File: config.mk
export PLATFORM = sky130hd
export DESIGN_NAME = tfn_ctrl
export DESIGN_NICKNAME = d
export VERILOG_FILES = /design/src/hdl/tfn_pkg.sv /design/src/hdl/tfn_ctrl.sv
export VERILOG_INCLUDE_DIRS = /design/src /design/src/hdl
export SDC_FILE = /design/constraint.sdc
export NUM_CORES = 1
export LEC_CHECK = 0
export BUFFER_PORTS_ARGS = -buffer_cell sky130_fd_sc_hd__clkbuf_2
export CORE_ASPECT_RATIO = 2
export CORE_UTILIZATION = 30
export CTS_CLUSTER_DIAMETER = 150
export DETAILED_ROUTE_END_ITERATION = 10
export SYNTH_ARGS = -nofsm -noshare
export SYNTH_HDL_FRONTEND = slang
export SYNTH_SLANG_ARGS = --single-unit
File: constraint.sdc
create_clock -name i_clk -period 3.1 [get_ports i_clk]
set_clock_uncertainty 0.1 [all_clocks]
set_input_delay 0.155 -clock i_clk [delete_from_list [all_inputs] [get_ports i_clk]]
set_output_delay 0.155 -clock i_clk [all_outputs]
set_load 0.03 [all_outputs]
File: src/hdl/triangle_fan_assembly_with_face_normal_core_macros.svh
// ----------------------------------------------------------------------------
// tfn assertion macros
// concurrent check helpers, removed when SYNTH is defined
// ----------------------------------------------------------------------------
`ifndef TRIANGLE_FAN_ASSEMBLY_WITH_FACE_NORMAL_CORE_MACROS_SVH
`define TRIANGLE_FAN_ASSEMBLY_WITH_FACE_NORMAL_CORE_MACROS_SVH
`ifndef SYNTH
`define TFN_ASSERT(lbl, prop) \
    lbl: assert property (@(posedge i_clk) disable iff (!i_rst_n) prop) \
        else $error("tfn assertion failed");
`define TFN_ASSERT_NEVER(lbl, cond) \
    lbl: assert property (@(posedge i_clk) disable iff (!i_rst_n) !(cond)) \
        else $error("tfn forbidden condition seen");
`else
`define TFN_ASSERT(lbl, prop)
`define TFN_ASSERT_NEVER(lbl, cond)
`endif
`endif

File: src/hdl/tfn_pkg.sv
// ----------------------------------------------------------------------------
// tfn_pkg
// shared constants, types and helpers of the triangle fan core
// ----------------------------------------------------------------------------
package tfn_pkg;

    localparam int TABLE_DEPTH = 4096;
    localparam int ADDR_W      = $clog2(TABLE_DEPTH);
    localparam int CNT_W       = ADDR_W + 1;
    localparam int IDX_W       = 17;
    localparam int STEP_W      = 6;

    localparam int FETCH_LAST  = 3;
    localparam int CROSS_LAST  = 6;
    localparam int SQ_LAST     = 3;
    localparam int SQRT_LAST   = 32;
    localparam int DIV_LAST    = 17;

    localparam logic [2:0] MODE_POS    = 3'd0;
    localparam logic [2:0] MODE_UV     = 3'd1;
    localparam logic [2:0] MODE_NRM    = 3'd2;
    localparam logic [2:0] MODE_CORNER = 3'd3;
    localparam logic [2:0] MODE_CLEAR  = 3'd4;

    typedef struct packed {
        logic [IDX_W-1:0] p;
        logic [IDX_W-1:0] t;
        logic [IDX_W-1:0] n;
    } t_corner;

    typedef struct packed {
        logic              take_en;
        logic              fetch_en;
        logic              edge_en;
        logic              cross_en;
        logic              abs_en;
        logic              scale_en;
        logic              sq_en;
        logic              sqrt_en;
        logic              div_en;
        logic              out_load;
        logic [1:0]        sel;
        logic [STEP_W-1:0] step;
    } t_cmd;

    typedef struct packed {
        logic tri_go;
        logic c_zero;
        logic scale_done;
        logic out_blocked;
    } t_sts;

    function automatic logic signed [15:0] sat16(input logic signed [31:0] v);
        if (v > 32'sd32767) begin
            return 16'sd32767;
        end else if (v < -32'sd32768) begin
            return -16'sd32768;
        end
        return v[15:0];
    endfunction

    function automatic logic idx_ok(input logic [IDX_W-1:0] idx, input logic [CNT_W-1:0] cnt);
        return !idx[IDX_W-1] && (idx[IDX_W-2:0] < (IDX_W-1)'(cnt));
    endfunction

endpackage

File: src/hdl/tfn_ctrl.sv
// ----------------------------------------------------------------------------
// tfn_ctrl
// sequencer for corner fetch, normal computation and vertex output
// ----------------------------------------------------------------------------
`include "triangle_fan_assembly_with_face_normal_core_macros.svh"

module tfn_ctrl
    import tfn_pkg::*;
(
    input  logic i_clk,
    input  logic i_rst_n,
    input  logic i_valid,
    input  t_sts i_sts,
    output logic o_stall,
    output t_cmd o_cmd
);

    typedef enum logic [9:0] {
        ST_IDLE  = 10'b00_0000_0001,
        ST_FETCH = 10'b00_0000_0010,
        ST_EDGES = 10'b00_0000_0100,
        ST_CROSS = 10'b00_0000_1000,
        ST_ABS   = 10'b00_0001_0000,
        ST_SCALE = 10'b00_0010_0000,
        ST_SQSUM = 10'b00_0100_0000,
        ST_SQRT  = 10'b00_1000_0000,
        ST_DIV   = 10'b01_0000_0000,
        ST_EMIT  = 10'b10_0000_0000
    } t_state;

    t_state            r_state, n_state;
    logic [STEP_W-1:0] r_step, n_step;
    logic [1:0]        r_sel, n_sel;

    assign o_stall = (r_state != ST_IDLE);

    always_comb begin
        n_state = r_state;
        n_step  = r_step + 1'b1;
        n_sel   = r_sel;
        o_cmd   = '0;
        o_cmd.step = r_step;
        o_cmd.sel  = r_sel;
        case (r_state)
            ST_IDLE: begin
                n_step = '0;
                if (i_valid) begin
                    o_cmd.take_en = 1'b1;
                    if (i_sts.tri_go) n_state = ST_FETCH;
                end
            end
            ST_FETCH: begin
                o_cmd.fetch_en = 1'b1;
                if (r_step == STEP_W'(FETCH_LAST)) n_state = ST_EDGES;
            end
            ST_EDGES: begin
                o_cmd.edge_en = 1'b1;
                n_step  = '0;
                n_state = ST_CROSS;
            end
            ST_CROSS: begin
                o_cmd.cross_en = 1'b1;
                if (r_step == STEP_W'(CROSS_LAST)) n_state = ST_ABS;
            end
            ST_ABS: begin
                o_cmd.abs_en = 1'b1;
                n_state = ST_SCALE;
            end
            ST_SCALE: begin
                n_step = '0;
                n_sel  = '0;
                if (i_sts.c_zero) begin
                    n_state = ST_EMIT;
                end else if (i_sts.scale_done) begin
                    n_state = ST_SQSUM;
                end else begin
                    o_cmd.scale_en = 1'b1;
                end
            end
            ST_SQSUM: begin
                o_cmd.sq_en = 1'b1;
                if (r_step == STEP_W'(SQ_LAST)) begin
                    n_step  = '0;
                    n_state = ST_SQRT;
                end
            end
            ST_SQRT: begin
                o_cmd.sqrt_en = 1'b1;
                if (r_step == STEP_W'(SQRT_LAST)) begin
                    n_step  = '0;
                    n_sel   = '0;
                    n_state = ST_DIV;
                end
            end
            ST_DIV: begin
                o_cmd.div_en = 1'b1;
                if (r_step == STEP_W'(DIV_LAST)) begin
                    n_step = '0;
                    if (r_sel == 2'd2) begin
                        n_sel   = '0;
                        n_state = ST_EMIT;
                    end else begin
                        n_sel = r_sel + 1'b1;
                    end
                end
            end
            ST_EMIT: begin
                n_step = '0;
                if (!i_sts.out_blocked) begin
                    o_cmd.out_load = 1'b1;
                    if (r_sel == 2'd2) begin
                        n_sel   = '0;
                        n_state = ST_IDLE;
                    end else begin
                        n_sel = r_sel + 1'b1;
                    end
                end
            end
            default: begin
                n_state = ST_IDLE;
            end
        endcase
    end

    always_ff @(posedge i_clk) begin
        if (!i_rst_n) begin
            r_state <= ST_IDLE;
            r_step  <= '0;
            r_sel   <= '0;
        end else begin
            r_state <= n_state;
            r_step  <= n_step;
            r_sel   <= n_sel;
        end
    end

    `TFN_ASSERT(a_load_free, o_cmd.out_load |-> !i_sts.out_blocked)
    `TFN_ASSERT(a_tri_fetch, (r_state == ST_IDLE && i_valid && i_sts.tri_go) |=> (r_state == ST_FETCH))
    `TFN_ASSERT_NEVER(a_step_range, r_step > STEP_W'(SQRT_LAST))

endmodule

# Word level (Yosys, flattened, before mapping)
# Index checks and enable logic that the tools add are counted.
[totals] ff_bits=18 in_bits=7 output_inout_bits=19 word_cells=72
[classes] add_sub_neg=2 n_eq_ne=27 mux=36 n_reduce_logical=4
[op_table] operator="$mux 10" count=12
[op_table] operator="$pmux 10 s10" count=1
[op_table] operator="$pmux 6 s4" count=1
[op_table] operator="$ne 2x2->1 const B" count=10
[op_table] operator="$mux 6" count=3
[op_table] operator="$mux 1" count=14
[op_table] operator="$reduce_and 11->1" count=1
[op_table] operator="$eq 10x1->1 const B" count=1
[op_table] operator="$eq 10x10->1 const B" count=1
[op_table] operator="$eq 10x2->1 const B" count=1
[op_table] operator="$eq 10x3->1 const B" count=1
[op_table] operator="$eq 10x4->1 const B" count=1
[op_table] operator="$eq 10x5->1 const B" count=1
[op_table] operator="$eq 10x6->1 const B" count=1
[op_table] operator="$eq 10x7->1 const B" count=1
[op_table] operator="$eq 10x8->1 const B" count=1
[op_table] operator="$eq 10x9->1 const B" count=1
[op_table] operator="$ne 10x1->1 const B" count=1
[op_table] operator="$mux 2" count=4
[op_table] operator="$pmux 2 s4" count=1
[op_table] operator="$add 6x1->6 const B" count=1
[op_table] operator="$eq 6x2->1 const B" count=1
[op_table] operator="$eq 6x3->1 const B" count=1
[op_table] operator="$eq 6x5->1 const B" count=1
[op_table] operator="other kinds (7)" count=7

# Longest topological paths before layout
[logic_depth] word_depth=4 ltp_mapped=10 depth_no_buf=8

# Least setup slack after synthesis
# OpenSTA, ideal clock, no wires.
[synth_path] path_kind="register -> register" startpoint="register r_state[6]" endpoint="register r_state[0]" setup_time_ns=0.114 t_arrival_ns=2.431 t_required_ns=2.886 slack_ns=0.455 stages_incl_launch_ff=8 n_path_buf=1 synth_period_minus_slack_ns=2.645 path_cell_list="dfxtp_1 > buf_2 > or4_1 > nor3_1 > o21ai_1 > nand4_4 > o31ai_2 > a21o_1"
[synth_between] elab_chain_len=3 word_cells_on_any_way=23 classes_between="21 x eq/ne; 1 x mux; 1 x reduce/logical"
[synth_rtl] element="start: declaration" line_no="tfn_ctrl.sv:31" text="t_state r_state, n_state;"
[synth_rtl] element="start signal: assignment" line_no="tfn_ctrl.sv:131" text="r_state <= n_state;"
[synth_rtl] element="$eq 10x6->1, or another cell as far along" line_no="tfn_ctrl.sv:44" text="case (r_state)"
[synth_rtl] element="$ne 3x3->1 (no line) / $ne 2x2->1 (equally long branches)"
[synth_rtl] element="$reduce_and 11->1 (no line)"
# Several ways; a longest one is shown, not always the timed one.
# A chain may end at the register's enable or synchronous reset.

==> impl_metrics.py <==
metrics = {
    "power_and_ir_drop": {
        "pwr-share-clk": 0.226,
        "switchingPower_uw": 348.4,
        "p_sw_frac": 0.4092,
        "combPwrFrac": 0.423,
        "p_seq_frac": 0.352,
        "p_leak_nw": 0.6065,
        "p_per_area_nw_per_um2": 584.1,
        "p_int_uw": 503.0,
        "power.total_uw": 851.4,
        "peakVddDrop_mv": 0.4213,
    },
    "timing": {
        "slew_headroom": 0.4719,
        "final.setup.tns_ns": 0,
        "fin_crit_ns": 2.523,
        "setup_violations": 0,
        "worst_slack_ns": 0.5769,
        "worst-slew-pin-transition_ns": 0.7849,
        "finalHoldViolCount": 0,
        "rsz0062_at_grt": "false",
        "clock.fmax_mhz": 396.3,
        "maxSlewViolCount": 0,
        "holdWs_ns": 0.06383,
        "fin_crit_sh": 0.8139,
    },
    "synth": {
        "synth-edff-count": 0,
        "ys_seq_elements": 18,
        "syn_inst": 154,
        "synth_top_area_share": 0.2849,
        "synthFlopType": "dfxtp_1",
        "synth_cell_types": 45,
        "yosys-top-cells-area": "dfxtp_1 (28%), nor2_1 (5.9%), ha_1 (4.0%)",
        "syn_avg_cell_area_um2": 8.214,
        "netlist_area_um2": 1265,
        "async_reset_ff_frac": 0,
        "synth-seq-area-share": 0.2849,
        "synth_top_area_cell": "dfxtp_1",
        "synth_nets": 165,
        "synth_warnings": 0,
    },
    "floorplan": {
        "core_um2": 4046,
        "initial_utilization": 0.3126,
        "io_pins": 26,
        "rows": 33,
        "die_x_um": 47.92,
        "die_h_um": 93.83,
        "die-area_um2": 4496,
    },
    "worst_setup_path": {
        "reg2reg_to": "r_state[6]",
        "reg2reg_slack_ns": 0.74,
        "worstPathRequired_ns": 2.84,
        "worstSetupEndpointType": "output port",
        "timing.critical_path.from": "r_state[6]",
        "worstPathArrival_ns": 2.27,
        "r2r_cells": 8,
        "crit_path_end": "o_cmd[17]",
        "crit_type": "reg2out",
        "cp_max_fo": 9,
        "cp-start-kind": "flop",
        "worstReg2RegStart": "r_state[0]",
    },
    "routing": {
        "drc": 0,
        "ant_nets": 0,
        "vias": 1208,
        "vias_per_cell": 5.322,
        "drt-total-wl_um": 3403,
        "drt_iter0_markers": 25,
        "drt-pass1-iter-count": 4,
        "wl_per_cell_um": 14.99,
    },
    "clocking": {
        "post-cts-setup-buffers": 0,
        "clkSlewWorstSetupHoldPaths_ns": 0.07,
        "ctsHoldBuffers": 0,
        "cts_resized": 0,
        "clkLatencyLatePin_ns": 0.25,
        "root_buffer": "clkbuf_8",
        "cts_tree": "built",
        "cts_buffers": 3,
        "ctsHtreeMaxLevel": 1,
        "cts_buffer_depth": 2,
        "cts_sinks": 18,
    },
    "cells_and_area": {
        "drive_gt1_frac": 0.2400,
        "seq_area_um2": 360.3,
        "syn_to_final_growth_pct": 15.23,
        "final_cell_count_no_fill": 227,
        "final_cell_mix": "clkbuf_2 (25), nor2_1 (20), dfxtp_1 (18)",
        "fillers": 459,
        "final_nets": 187,
        "final_common_cell": "clkbuf_2",
        "multi_input_area_um2": 818.3,
        "final_cell_area_um2": 1458,
        "post-route-util": 0.3602,
        "diodes": 0,
    },
    "placement": {
        "dp_hpwl_um": 2764,
        "place_inst": 223,
        "port_buffers": 25,
        "gp_congestion": 0.8477,
        "placed_area_um2": 1403,
        "place_ws_ns": 0.7667,
    },
    "global_route": {
        "antenna_found_initial": 0,
        "grtUsageTotal": 0.1701,
        "grt_pass1_vias": 1125,
        "grt_max_degree": 12,
        "globalRouteOverflowTotal": 0,
        "grt_first_pass_wirelength_um": 5416,
    },
    "flow_run": {
        "drv_cap": 0,
    },
    "min_path": {
        "worstHoldPathType": "in2reg",
    },
    "outcome": {
        "status": "finished, final reports clean",
    },
}
-- registers in the layout (all words and copies together) (netlist names) --
name	count
r_step	6
r_state	10
r_sel	2
-- worst max-delay path, stage by stage, from the launching register on --
cell and delay, ns:
dfxtp_1 0.42, nor4_1 0.70, nand2_1 0.27, nor2_1 0.28, and2_1 0.16, clkbuf_2 0.19
-- how the worst min path moves through the flow --
| stage | slack [ns] | endpoint | cells after the start | start |
|---|---|---|---|---|
| 6_report | 0.06 | r_state[0] | 3 | i_sts[3] |
| 5_1_grt | 0.08 | r_state[0] | 3 | i_sts[3] |
| 4_1_cts | 0.06 | r_state[0] | 3 | i_sts[3] |
| 3_5_place_dp | 0.33 | r_state[0] | 3 | i_sts[3] |
| 3_3_place_gp | 0.33 | r_state[0] | 3 | i_sts[3] |
| 2_1_floorplan | 0.20 | r_step[0] | 2 | i_rst_n |
-- Yosys cell counts (3+ instances only) --
library cell,instances
nor2_1,20
ha_1,4
inv_1,9
or2_2,3
buf_2,6
nand3_1,4
or4_1,4
or4b_2,3
o21ai_0,10
xnor2_1,5
dfxtp_1,18
nor3_1,5
mux2i_1,3
xor2_1,4
and3_1,4
a21oi_1,5
nand2_1,9
-- cell type report --
| cell class | count | share of cell area |
|---|---|---|
| tap | 52 | 0.04464 |
| timing repair buffer | 25 | 0.08584 |
| inverter | 9 | 0.02318 |
| sequential | 18 | 0.2472 |
| multi-input combinational | 119 | 0.5614 |
| clock buffer | 4 | 0.03777 |
-- cell families (layout without fill, tap and decap cells) --
group / count (synthesis) / in the layout / share of synthesized area
multiplexers: 3 / 3 / 0.02374
flip-flops: 18 / 18 / 0.2849
AND/OR/NAND/NOR: 73 / 73 / 0.3610
XOR/XNOR: 9 / 9 / 0.06231
AO/OA/AOI/OAI: 30 / 30 / 0.1602
adder cells (fa/ha/maj): 4 / 4 / 0.03957
buffers and inverters: 17 / 38 / 0.06825
-- power by group through the flow --
stage / logic [mW] / clock network, mW / registers, mW
detailed placement: 0.360 / 0 / 0.304
global placement: 0.358 / 0 / 0.304
finish: 0.360 / 0.192 / 0.299
CTS: 0.361 / 0.197 / 0.299
floorplan: 0.301 / 0 / 0.289
global route: 0.396 / 0.208 / 0.303
-- per-layer routing --
| layer | routed length [um] | vias to the layer above | global-route usage | part of all wire |
|---|---|---|---|---|
| met1 | 1242 | 573 | 0.1747 | 0.36 |
| met3 | 75 | 11 | 0.01923 | 0.022 |
| li1 | - | 598 | - | - |
| met2 | 1940 | 26 | 0.3052 | 0.57 |
| met4 | 144 | 0 | 0.09028 | 0.042 |
| met5 | 0 | - | 0 | 0 |
(Power assumes the default switching activity.)
